==> src/design/vcs_pkg.sv <==
// ----------------------------------------------------------------------------
// vcs_pkg
// Shared constants and controller command type for the velocity command
// shaper.
// ----------------------------------------------------------------------------
package vcs_pkg;

	localparam int VEL_WIDTH_DEF  = 16;
	localparam int COEF_FRAC_DEF  = 16;

	localparam int LIM_BITS       = 16;
	localparam int VEL_FRAC       = 12;
	localparam int SCALE_FRAC     = 8;

	localparam int DB_LINEAR      = (8 * (1 << VEL_FRAC) + 50) / 100;
	localparam int DB_ANGULAR     = (17 * (1 << VEL_FRAC) + 50) / 100;
	localparam int TRIG_HALF      = -16384;

	localparam int CFG_DATA_W     = 64;
	localparam int CFG_INDEX_W    = 3;

	localparam logic [CFG_INDEX_W-1:0] REG_CONTROL_MODE = 3'd0;
	localparam logic [CFG_INDEX_W-1:0] REG_COEF_SOCCER  = 3'd1;
	localparam logic [CFG_INDEX_W-1:0] REG_COEF_FIGHT   = 3'd2;
	localparam logic [CFG_INDEX_W-1:0] REG_FWD_MAX      = 3'd3;
	localparam logic [CFG_INDEX_W-1:0] REG_FWD_MIN      = 3'd4;
	localparam logic [CFG_INDEX_W-1:0] REG_LAT_LIMITS   = 3'd5;
	localparam logic [CFG_INDEX_W-1:0] REG_YAW_LIMITS   = 3'd6;
	localparam logic [CFG_INDEX_W-1:0] REG_SCALES       = 3'd7;

	localparam logic [31:0] SCALES_RESET = 32'h0100_0100;

	typedef struct packed {
		logic load;
		logic mul;
		logic sum;
		logic scale;
		logic fin;
	} vcs_cmd_t;

endpackage

==> src/design/vcs_ctrl.sv <==
// ----------------------------------------------------------------------------
// vcs_ctrl
// Sequencer for the shaper datapath: accepts a request, steps it through
// the multiply, sum and scale steps and hands the result to the output
// register.
// ----------------------------------------------------------------------------
module vcs_ctrl
	import vcs_pkg::*;
(
	input  logic     clk,
	input  logic     arst_n,
	input  logic     in_valid,
	output logic     in_stall,
	output logic     out_valid,
	input  logic     out_stall,
	output vcs_cmd_t cmd
);

	localparam logic [2:0] S_IDLE  = 3'd0;
	localparam logic [2:0] S_MUL   = 3'd1;
	localparam logic [2:0] S_SUM   = 3'd2;
	localparam logic [2:0] S_SCALE = 3'd3;
	localparam logic [2:0] S_FIN   = 3'd4;

	logic [2:0] state_q;
	logic [2:0] state_d;
	logic       out_valid_q;
	logic       out_free;
	logic       fin_go;
	logic       take_in;

	assign out_free = !out_valid_q || !out_stall;
	assign fin_go   = (state_q == S_FIN) && out_free;
	assign take_in  = (state_q == S_IDLE) || fin_go;
	assign in_stall = !take_in;

	always_comb begin
		cmd.load  = in_valid && take_in;
		cmd.mul   = (state_q == S_MUL);
		cmd.sum   = (state_q == S_SUM);
		cmd.scale = (state_q == S_SCALE);
		cmd.fin   = fin_go;
	end

	always_comb begin
		state_d = state_q;
		unique case (state_q)
			S_IDLE: begin
				if (cmd.load) begin
					state_d = S_MUL;
				end
			end
			S_MUL:   state_d = S_SUM;
			S_SUM:   state_d = S_SCALE;
			S_SCALE: state_d = S_FIN;
			S_FIN: begin
				if (fin_go) begin
					state_d = cmd.load ? S_MUL : S_IDLE;
				end
			end
			default: state_d = S_IDLE;
		endcase
	end

	always_ff @(posedge clk or negedge arst_n) begin
		if (!arst_n) begin
			state_q     <= S_IDLE;
			out_valid_q <= 1'b0;
		end else begin
			state_q <= state_d;
			if (fin_go) begin
				out_valid_q <= 1'b1;
			end else if (!out_stall) begin
				out_valid_q <= 1'b0;
			end
		end
	end

	assign out_valid = out_valid_q;

`ifndef SYNTHESIS
	a_fin_shows: assert property (@(posedge clk) disable iff (!arst_n)
		cmd.fin |=> out_valid)
		else $error("finished request did not raise out_valid");

	a_fin_waits: assert property (@(posedge clk) disable iff (!arst_n)
		(state_q == S_FIN && out_valid && out_stall) |=> (state_q == S_FIN))
		else $error("result overwritten while output stalled");

	a_load_starts: assert property (@(posedge clk) disable iff (!arst_n)
		cmd.load |=> (state_q == S_MUL))
		else $error("accepted request did not start the multiply step");

	a_out_drops: assert property (@(posedge clk) disable iff (!arst_n)
		(out_valid && !out_stall && !cmd.fin) |=> !out_valid)
		else $error("taken result still shown");
`endif

endmodule

==> config.mk <==
export PLATFORM = sky130hd
export DESIGN_NAME = vcs_ctrl
export DESIGN_NICKNAME = d
export VERILOG_FILES = /design/src/design/vcs_pkg.sv /design/src/design/vcs_ctrl.sv
export SDC_FILE = /design/constraint.sdc
export NUM_CORES = 1
export LEC_CHECK = 0
export BUFFER_PORTS_ARGS = -buffer_cell sky130_fd_sc_hd__buf_4
export CORE_AREA = 8 8 45 47
export DETAILED_ROUTE_END_ITERATION = 16
export DIE_AREA = 0 0 53 55
export PLACE_DENSITY_LB_ADDON = 0.2
export SETUP_SLACK_MARGIN = 0.02
export SYNTH_ARGS = -nofsm -noshare
export SYNTH_HDL_FRONTEND = slang
export SYNTH_SLANG_ARGS = --single-unit
==> constraint.sdc <==
create_clock -name clk -period 3.2 [get_ports clk]
set_clock_uncertainty 0.05 [all_clocks]
set_input_delay 0.48 -clock clk [delete_from_list [all_inputs] [get_ports clk]]
set_output_delay 0.48 -clock clk [all_outputs]
set_load 0.02 [all_outputs]
# After elaboration in Yosys (flattened, before gate mapping)
# Cells that the tools add are included.
# op_classes
n_div	0
muxes	6
bitwise_logic	0
eq_ne	7
n_addsub	0
multipliers	0
n_reduce_logical	9
n_lt_le_gt_ge	0
n_shift	0
# op_table
cell	n
$pmux 3 s5	1
$eq 3x2->1 const B	2
$mux 3	2
$ne 2x2->1 const B	2
$eq 3x1->1 const B	1
$eq 3x3->1 const B	1
$logic_not 1->1	3
$logic_not 3->1	1
$mux 1	3
$logic_and 1x1->1	2
$logic_or 1x1->1	2
$ne 2x1->1 const B	1
$reduce_and 2->1	1
# word_totals
in_bits	4
ff_bits	4
n_memories	0
latch_bits	0
out_inout_bits	7
romBits	0
ramBits	0

# Longest topological paths before layout
# Gate-level depths: netlist of the first run.
# depth
word_depth	8
mapped_depth	3

# Least setup slack after synthesis of the first run
# Ideal clock, no wire load.
# synth_path
path_type	reg-to-output
start	register state_q[2]
end	output port cmd[2] in the netlist's numbering
stages_incl_launch_ff	3
t_arrival_ps	1002
path_slack_ps	1668
required_time_ps	2670
path_cell_list	dfrtp_1 -> buf_6 -> nor3b_1
# synth_lines
item	line_no	rtl
start, declared	vcs_ctrl.sv:25	logic [2:0] state_q;
start signal, assigned	vcs_ctrl.sv:70	state_q <= state_d;
end, declared	vcs_ctrl.sv:16	output vcs_cmd_t cmd

==> flow_summary.yaml, run 1 <==
floorplanning:
  die_y_um: 55
  ios: 11
  die_w_um: 53
  num_rows: 14
  start_util_pct: 16.1
  core_area_um2: 1380
  die-area_um2: 2920
clock_tree:
  clock-sinks: 4
  root_buffer: "clkbuf_4"
  htreeDepth: 1
  cts_buffer_depth: 2
  cts_tree: "yes"
  postCtsResizedCells: 0
  clock_latency_ns: 0.23
  cts_setup_buffers: 0
  path_clk_slew_ns: 0.04
  numCtsBuffers: 3
place:
  dp.cells: 46
  numPortBuffers: 10
  dpl-instance-area_um2: 299
  place.gp.congestion: 0.756
yosys:
  synth.avg_cell_area_um2: 10.1
  synth_top_family_by_area: "simple AND/OR/NAND/NOR gates"
  synth_compound_gate_area_share_pct: 15.2
  yosysUniqueCellTypes: 15
  postSynthNetCount: 26
  synth_simple_gate_area_share_pct: 27.5
  synthXorXnorAreaFrac_pct: 3.93
  synth_largest_area_cell: "dfrtp_1"
  yosys_warnings: 0
  yosys.area.top_type_share_pct: 44.9
  yosys.area_share.adder_pct: 0
  yosysSeqAreaShare_pct: 44.9
  ys_seq_elements: 4
  synthesis.area_um2: 223
  syn_inst: 22
  muxShareOfSynthArea_pct: 0
  synthTopCellsByArea: "dfrtp_1 45%, nor3b_1 6.7%, buf_6 5.1%"
worst_setup_path:
  cp-start-kind: "register"
  end_kind: "output port"
  worstPathRequired_ns: 2.67
  cp_data_arrival_time_ns: 1.26
  critPathMaxFanout: 7
  worstSetupPathType: "register to output port"
timing:
  setup_tns_ns: 0
  setup_violations: 0
  tightest_slew_ns: 0.256
  hold_viol: 0
  fin_crit_sh_pct: 56.1
  rsz0062_at_grt: "no"
  maxSlewHeadroom_pct: 82.8
  drv_slew: 0
  max_freq_ghz: 0.557
  finalCriticalPeriod_ns: 1.79
power_and_ir_drop:
  total_power_uw: 371
  p_leak_nw: 0.174
  powerDensity_nw_per_um2: 1120
  ir_drop_mv: 0.314
finish:
  antenna_cells: 0
  layout-drive-gt1-share_pct: 41.2
  design_area_um2: 332
  num-fill-cells: 162
  final_cells: 50
  syn2layout_area_growth_pct: 48.9
  nets: 40
global_route:
  grt_pass1_wl_um: 848
  grt_max_degree: 10
  grt_pass1_vias: 220
  grt_usage_pct: 4.27
  grt.overflow.total: 0
  antenna_found_initial: 0
detailed_routing:
  vias_per_cell: 4.02
  ant_nets: 0
  drcViolationCount: 0
  drtIter0Drc: 5
  routed_wl_um: 530
  wl_per_cell_um: 10.6
  first_pass_iters: 3
  vias: 201
run_status:
  status: "completed"
min_path:
  hold_class: "input port to register"
flow_run:
  max-cap-violations: 0
[cells in the final DEF (no fill, tap or decap), drive strengths merged]
cell type / count
buf: 10
dfrtp: 4
nor2: 3
clkbuf: 3
nand2: 2
nor3b: 2
and3: 2
nand3: 1
and3b: 1
a41o: 1
a22o: 1
a21o: 1
a211oi: 1
xnor2: 1
dlygate4sd3: 1
[worst max-delay path: stages, from the launching register on]
cell	delay, ns
dfrtp_1	0.43
nor2_1	0.26
and3_2	0.21
buf_4	0.13
[final timing paths]
kind / slack (ns) / cells after the start / startpoint / end
max: 1.41 / 3 / state_q[1] / cmd[0]
min: 0.47 / 2 / out_stall / out_valid
max reg2reg: 2.15 / 2 / state_q[2] / state_q[2]
min reg2reg: 0.48 / 1 / state_q[0] / state_q[0]
max in group asynchronous: 2.47 / 2 / arst_n / state_q[0]
min in group asynchronous: 0.53 / 2 / arst_n / out_valid
[cells in the mapped netlist]
cell type,number
nor2_1,3
and3_1,1
nand3_1,1
dfrtp_1,4
buf_4,1
xnor2_1,1
nor3b_1,2
a41o_1,1
buf_6,1
and3_2,1
nand2_1,2
a211oi_1,1
and3b_1,1
a22o_1,1
a21o_1,1
[registers in the layout, summed over array words and instances (netlist names)]
name,count
state_q,3
out_valid,1
[layer usage]
metal	wire, um	part of all wire (%)	vias to the layer above	track usage, %
met5	0	0	-	0
met4	0	0	0	3.88
met3	53	10	0	4.01
met2	287	54	8	6.64
met1	189	36	90	3.06
li1	-	-	103	-
[logic make-up (layout without fill, tap and decap cells)]
| logic type | count (synthesis) | count (layout) |
|---|---|---|
| flops | 4 | 4 |
| buf+inv | 2 | 14 |
| xor+xnor | 1 | 1 |
| compound gates | 4 | 4 |
| simple gates | 11 | 11 |
[layout make-up]
| class | instances | area (um^2) | area share [%] |
|---|---|---|---|
| Timing Repair Buffer | 11 | 85.1 | 25.7 |
| Clock buffer | 3 | 22.5 | 6.79 |
| Tap cell | 16 | 20.0 | 6.04 |
| Sequential cell | 4 | 100 | 30.2 |
| Multi-Input combinational cell | 16 | 104 | 31.3 |
[per-stage QoR]
step	hold WS, ns	util, %	setup WS [ns]
floorplan	0.134	-	1.67
global placement	0.227	21.6	1.63
detailed placement	0.229	21.6	1.65
CTS	0.469	24.0	1.40
global route	0.465	24.0	1.32
finish	0.472	24.0	1.41
[where the power goes]
group | switching, mW | internal (mW)
clock network | 0.0193 | 0.0419
logic | 0.0987 | 0.0948
registers | 0.0410 | 0.0753
total | 0.159 | 0.212
[timing repair]
| item | 4_1_cts | 5_1_grt |
|---|---|---|
| hold buffers | 1 | 0 |
| hold endpoints to repair | 4 | 0 |
| setup endpoints to repair | 0 | 0 |
Note: power is estimated with default switching activity, not from simulation.
==> inputs of run 2 (changes only) <==
- clock period: 3.2 -> 1.8 ns (I/O delays scaled with it)
==> run 2 against run 1 <==
Effect of this change:
- setup slack lost 1.2 ns
- sequential power is 85% higher
- die area stayed put
- highest routed layer is now met4
- worst hold slack worse by 0.21 ns
- register-to-register slack got worse by 1.4 ns
- sequential share of layout area unchanged
- non-clock buffer count did not move
- critical path type unchanged
- largest cell class unchanged
- largest power group unchanged
- clock power up 88%
- flip-flop and latch count is the same
==> flow_summary.yaml, run 2 (synthesis gave the netlist of run 1 again) <==
run_status:
  status: "completed"
worst_setup_path:
  critPathMaxFanout: 7
  slowest_delay_ns: 0.44
  cp.depth: 3
  end_kind: "output port"
  worstReg2RegStart: "state_q[2]"
  cpLargestDelayFamily: "simple AND/OR/NAND/NOR gates"
  cp_data_arrival_time_ns: 1.28
  r2r_slack_ns: 0.72
  worst_path_max_delay_cell: "dfrtp_1"
  cp_cell_sequence: "nor2_1 -> and3_2 -> buf_4"
  crit_buf_inv: 1
  ff2ff_path_depth: 2
  timing.rr.end: "state_q[2]"
  worstSetupPathType: "register to output port"
  worstPathRequired_ns: 1.48
  cp-start-kind: "register"
power_and_ir_drop:
  power_frac_seq_pct: 31.9
  cellInternalPower_uw: 377
  ir_drop_mv: 0.521
  switching_share_pct: 44.2
  total_power_uw: 675
  p_leak_nw: 0.174
  p_switching_uw: 298
  pwr-share-clk_pct: 17.0
  powerDensity_nw_per_um2: 2040
  combPwrFrac_pct: 51.1
finish:
  largest_register_ffs: 3
  nets: 40
  antenna_cells: 0
  num-fill-cells: 167
  final_common_cell: "buf_4"
  syn2layout_area_growth_pct: 48.9
  layout-drive-gt1-share_pct: 41.2
  final_core_util_pct: 24.0
  mostFrequentLayoutCells: "10 x buf_4, 4 x dfrtp_1, 3 x nor2_1, 3 x clkbuf_4"
  registers.top_by_ff_count: "state_q"
clock_tree:
  clock_latency_ns: 0.24
  root_buffer: "clkbuf_4"
  cts_tree: "yes"
  path_clk_slew_ns: 0.04
  htreeDepth: 1
  clock-sinks: 4
  cts_setup_buffers: 0
  cts_buffer_depth: 2
  numCtsBuffers: 3
floorplanning:
  num_rows: 14
  start_util_pct: 16.1
  ios: 11
  die-area_um2: 2920
  core_area_um2: 1380
  die_w_um: 53
  die_y_um: 55
global_route:
  grt_pass1_wl_um: 821
  grt_max_degree: 10
  antenna_found_initial: 0
  grt_pass1_vias: 206
  grt_usage_pct: 4.27
  grt.overflow.total: 0
detailed_routing:
  routed_wl_um: 611
  vias: 205
  drtIter0Drc: 4
  first_pass_iters: 3
  drcViolationCount: 0
  wl_per_cell_um: 12.2
  vias_per_cell: 4.10
  ant_nets: 0
timing:
  setup_tns_ns: 0
  max_freq_ghz: 0.625
  finalCriticalPeriod_ns: 1.60
  maxSlewHeadroom_pct: 82.1
  fin_crit_sh_pct: 88.8
  rsz0062_at_grt: "no"
  setup_ws_ns: 0.201
  setup_violations: 0
  tightest_slew_ns: 0.268
  hold_viol: 0
  drv_slew: 0
min_path:
  hold_class: "input port to register"
  hold_depth: 2
  worstHoldStart: "out_stall"
  holdPathEnd: "out_valid"
place:
  numPortBuffers: 10
  dp_hpwl_um: 470
  place.gp.congestion: 0.744
  dp_slack_ns: 0.467
flow_run:
  max-cap-violations: 0
==> run 2: cell counts in the layout (fill, tap and decap cells not counted) <==
Identical to the previous run, type by type.
==> run 2: per-layer routing <==
layer | part of all wire (%) | vias up | global-route usage, %
met1 | 36 | 94 | 2.91
li1 | - | 103 | -
met4 | 2.8 | 0 | 7.76
met5 | 0 | - | 0
met2 | 53 | 6 | 6.84
met3 | 8.5 | 2 | 1.60
==> run 2: final cells by class <==
cell class / instances / area, um^2 / share of cell area (%)
multi-input combinational: 16 / 104 / 31.3
sequential: 4 / 100 / 30.2
timing repair buffer: 11 / 85.1 / 25.7
clock buffer: 3 / 22.5 / 6.79
tap: 16 / 20.0 / 6.04
==> run 2: through the flow <==
stage | cell area (um^2) | std cells | hold WS (ns)
final | 332 | 50 | 0.266
after global routing | 332 | 50 | 0.265
after CTS | 332 | 50 | 0.263
after detailed placement | 299 | 46 | 0.0175
after global placement | 299 | 46 | 0.0192
after floorplan | 223 | 22 | -0.0756
==> run 2: repair_timing <==
item / 4_1_cts / 5_1_grt
hold buffers: 1 / 0
endpoints found under the setup margin: 0 / 0
gates resized for setup: 0 / 0
endpoints found under the hold margin: 4 / 0
==> run 2: worst max path at each step <==
stage / from / to / slack (ns)
4_1_cts: state_q[1] / cmd[0] / 0.20
3_5_place_dp: state_q[1] / cmd[0] / 0.47
6_report: state_q[1] / cmd[0] / 0.20
2_1_floorplan: state_q[2] / cmd[2] / 0.48
5_1_grt: state_q[1] / cmd[0] / 0.1
3_3_place_gp: state_q[1] / cmd[0] / 0.48
==> run 2: power by group through the flow <==
stage / Clock [mW] / Sequential, mW / Combinational, mW
after global placement: 0 / 0.209 / 0.351
after global routing: 0.124 / 0.222 / 0.373
after floorplan: 0 / 0.192 / 0.244
after CTS: 0.122 / 0.211 / 0.354
after detailed placement: 0 / 0.212 / 0.351
final: 0.115 / 0.215 / 0.345
==> inputs of run 3 (changes only) <==
- ABC_AREA: unset -> 1
- PLACE_DENSITY: unset -> 0.37
- PLACE_DENSITY_LB_ADDON: 0.2 -> unset
==> run 3 against run 2 <==
Effect of this change:
- routed wire length is 8.8% lower
- critical path type unchanged
- largest power group unchanged
- setup slack improved by 0.057 ns
- die area did not move
- largest cell class is now registers
- clock power fell by 7%
==> flow_summary.yaml, run 3 <==
run_status:
  status: "completed"
place:
  dp_hpwl_um: 468
  numPortBuffers: 10
  place.gp.congestion: 0.661
  dp_slack_ns: 0.483
  dp.cells: 57
detailed_routing:
  routed_wl_um: 557
  ant_nets: 0
  met2_length_um: 217
  vias_per_cell: 3.80
  first_pass_iters: 3
  m1WireLength_um: 242
  wl_per_cell_um: 9.13
  highest-signal-layer: "met4"
  vias: 232
  drtIter0Drc: 5
  met3_length_um: 87
  drcViolationCount: 0
clock_tree:
  path_clk_slew_ns: 0.04
  cts_setup_buffers: 0
  clock-sinks: 4
  htreeDepth: 1
  clock_latency_ns: 0.23
  root_buffer: "clkbuf_4"
  cts_tree: "yes"
  postCtsHoldBufs: 1
  cts_buffer_depth: 2
  postCtsResizedCells: 0
  numCtsBuffers: 3
finish:
  final_common_cell: "buf_4"
  layout-drive-gt1-share_pct: 37.8
  syn2layout_area_growth_pct: 52.2
  mostFrequentLayoutCells: "10 x buf_4, 7 x nand2_1, 5 x inv_1"
  antenna_cells: 0
  num-fill-cells: 163
  registers.top_by_ff_count: "state_q"
  largest_register_ffs: 3
  multiInputGateArea_um2: 96.3
  nets: 51
  seqCellArea_um2: 100
  final_cells: 61
yosys:
  synth_largest_area_cell: "dfrtp_1"
  synth.avg_cell_area_um2: 7.19
  syn_inst: 32
  synthTopCellsByArea: "dfrtp_1 43%, nand2_1 11%, inv_1 8.2%"
  yosys.area.top_type_share_pct: 43.5
  synth_flop_cell: "dfrtp_1"
  yosysUniqueCellTypes: 14
  synthesis.area_um2: 230
  yosys-top-cells-count: "7 x nand2_1, 5 x inv_1, 4 x dfrtp_1, 3 x nand3_1, 3 x nor2_1"
  ys_seq_elements: 4
  yosys_warnings: 0
  async_flop_share_pct: 100
  yosysSeqAreaShare_pct: 43.5
  postSynthNetCount: 36
  synth-edff-count: 0
  synthMostInstantiatedCell: "nand2_1"
worst_setup_path:
  worstSetupEndpoint: "cmd[4]"
  r2r_slack_ns: 0.67
  cp-start-kind: "register"
  ff2ff_path_depth: 6
  critPathMaxFanout: 6
  worstReg2RegStart: "state_q[1]"
  worstSetupPathType: "register to output port"
  cp_data_arrival_time_ns: 1.22
  crit_start: "state_q[1]"
  end_kind: "output port"
  timing.rr.end: "state_q[0]"
  worstPathRequired_ns: 1.48
global_route:
  grt.overflow.total: 0
  grt_max_degree: 8
  grt_usage_pct: 4.61
  grt_pass1_vias: 227
  grt_pass1_wl_um: 903
  antenna_found_initial: 0
timing:
  hold_viol: 0
  tightest_slew_ns: 0.223
  max_freq_ghz: 0.648
  rsz0062_at_grt: "no"
  drv_slew: 0
  setup_violations: 0
  finalCriticalPeriod_ns: 1.54
  setup_tns_ns: 0
  maxSlewHeadroom_pct: 85.0
  setup_ws_ns: 0.258
  fin_crit_sh_pct: 85.7
  whs_ns: 0.270
floorplanning:
  ios: 11
  die_y_um: 55
  num_rows: 14
  die-area_um2: 2920
  start_util_pct: 16.6
  core_area_um2: 1380
  die_w_um: 53
min_path:
  hold_class: "input port to register"
  hold_depth: 3
power_and_ir_drop:
  p_switching_uw: 303
  switching_share_pct: 45.7
  cellInternalPower_uw: 359
  pwr-share-clk_pct: 16.2
  combPwrFrac_pct: 56.9
  p_leak_nw: 0.206
  ir_drop_mv: 0.589
  power_frac_seq_pct: 26.9
  powerDensity_nw_per_um2: 1890
flow_run:
  max-cap-violations: 0
## run 3: cells by family (layout without fill, tap and decap cells)
family	Yosys count	count (layout)	share of synthesized area (%)
simple gates	18	18	37.5
buf+inv	8	21	14.7
flops	4	4	43.5
compound gates	2	2	4.34
## run 3: power by group through the flow
stage	combinational, mW	sequential [mW]	clock, mW
CTS	0.389	0.178	0.113
finish	0.377	0.178	0.107
detailed placement	0.386	0.180	0
global placement	0.388	0.179	0
floorplan	0.239	0.183	0
global route	0.417	0.188	0.118
## run 3: through the flow
stage | area [um^2] | total power [mW] | utilization, %
after global routing | 350 | 0.723 | 25.3
after floorplan | 230 | 0.423 | -
after CTS | 350 | 0.679 | 25.3
after detailed placement | 318 | 0.565 | 23.0
final | 350 | 0.662 | 25.3
after global placement | 318 | 0.567 | 23.0
## run 3: area by class of cell
class | count | share of cell area, %
Clock buffer | 3 | 6.43
Inverter | 7 | 7.50
Multi-Input combinational cell | 20 | 27.5
Sequential cell | 4 | 28.6
Tap cell | 16 | 5.71
Timing Repair Buffer | 11 | 24.3
## run 3: per-layer routing
metal,global-route usage [%],vias up
met5,0,-
met1,4.60,97
li1,-,124
met4,2.59,0
met3,5.61,2
met2,5.27,9
## run 3: worst min-delay path by stage
stage                          from         to  slack, ns
after floorplan              arst_n  out_valid      -0.08
after global placement       arst_n  out_valid       0.02
after detailed placement     arst_n  out_valid       0.02
after CTS                 out_stall  out_valid       0.27
after global routing      out_stall  out_valid       0.28
final                     out_stall  out_valid       0.27
## run 3: worst max-delay path: stages (launching register included)
cell and delay (ns):
dfrtp_1 0.41, nor2_2 0.23, o21ai_1 0.12, nor2_1 0.10, buf_4 0.14
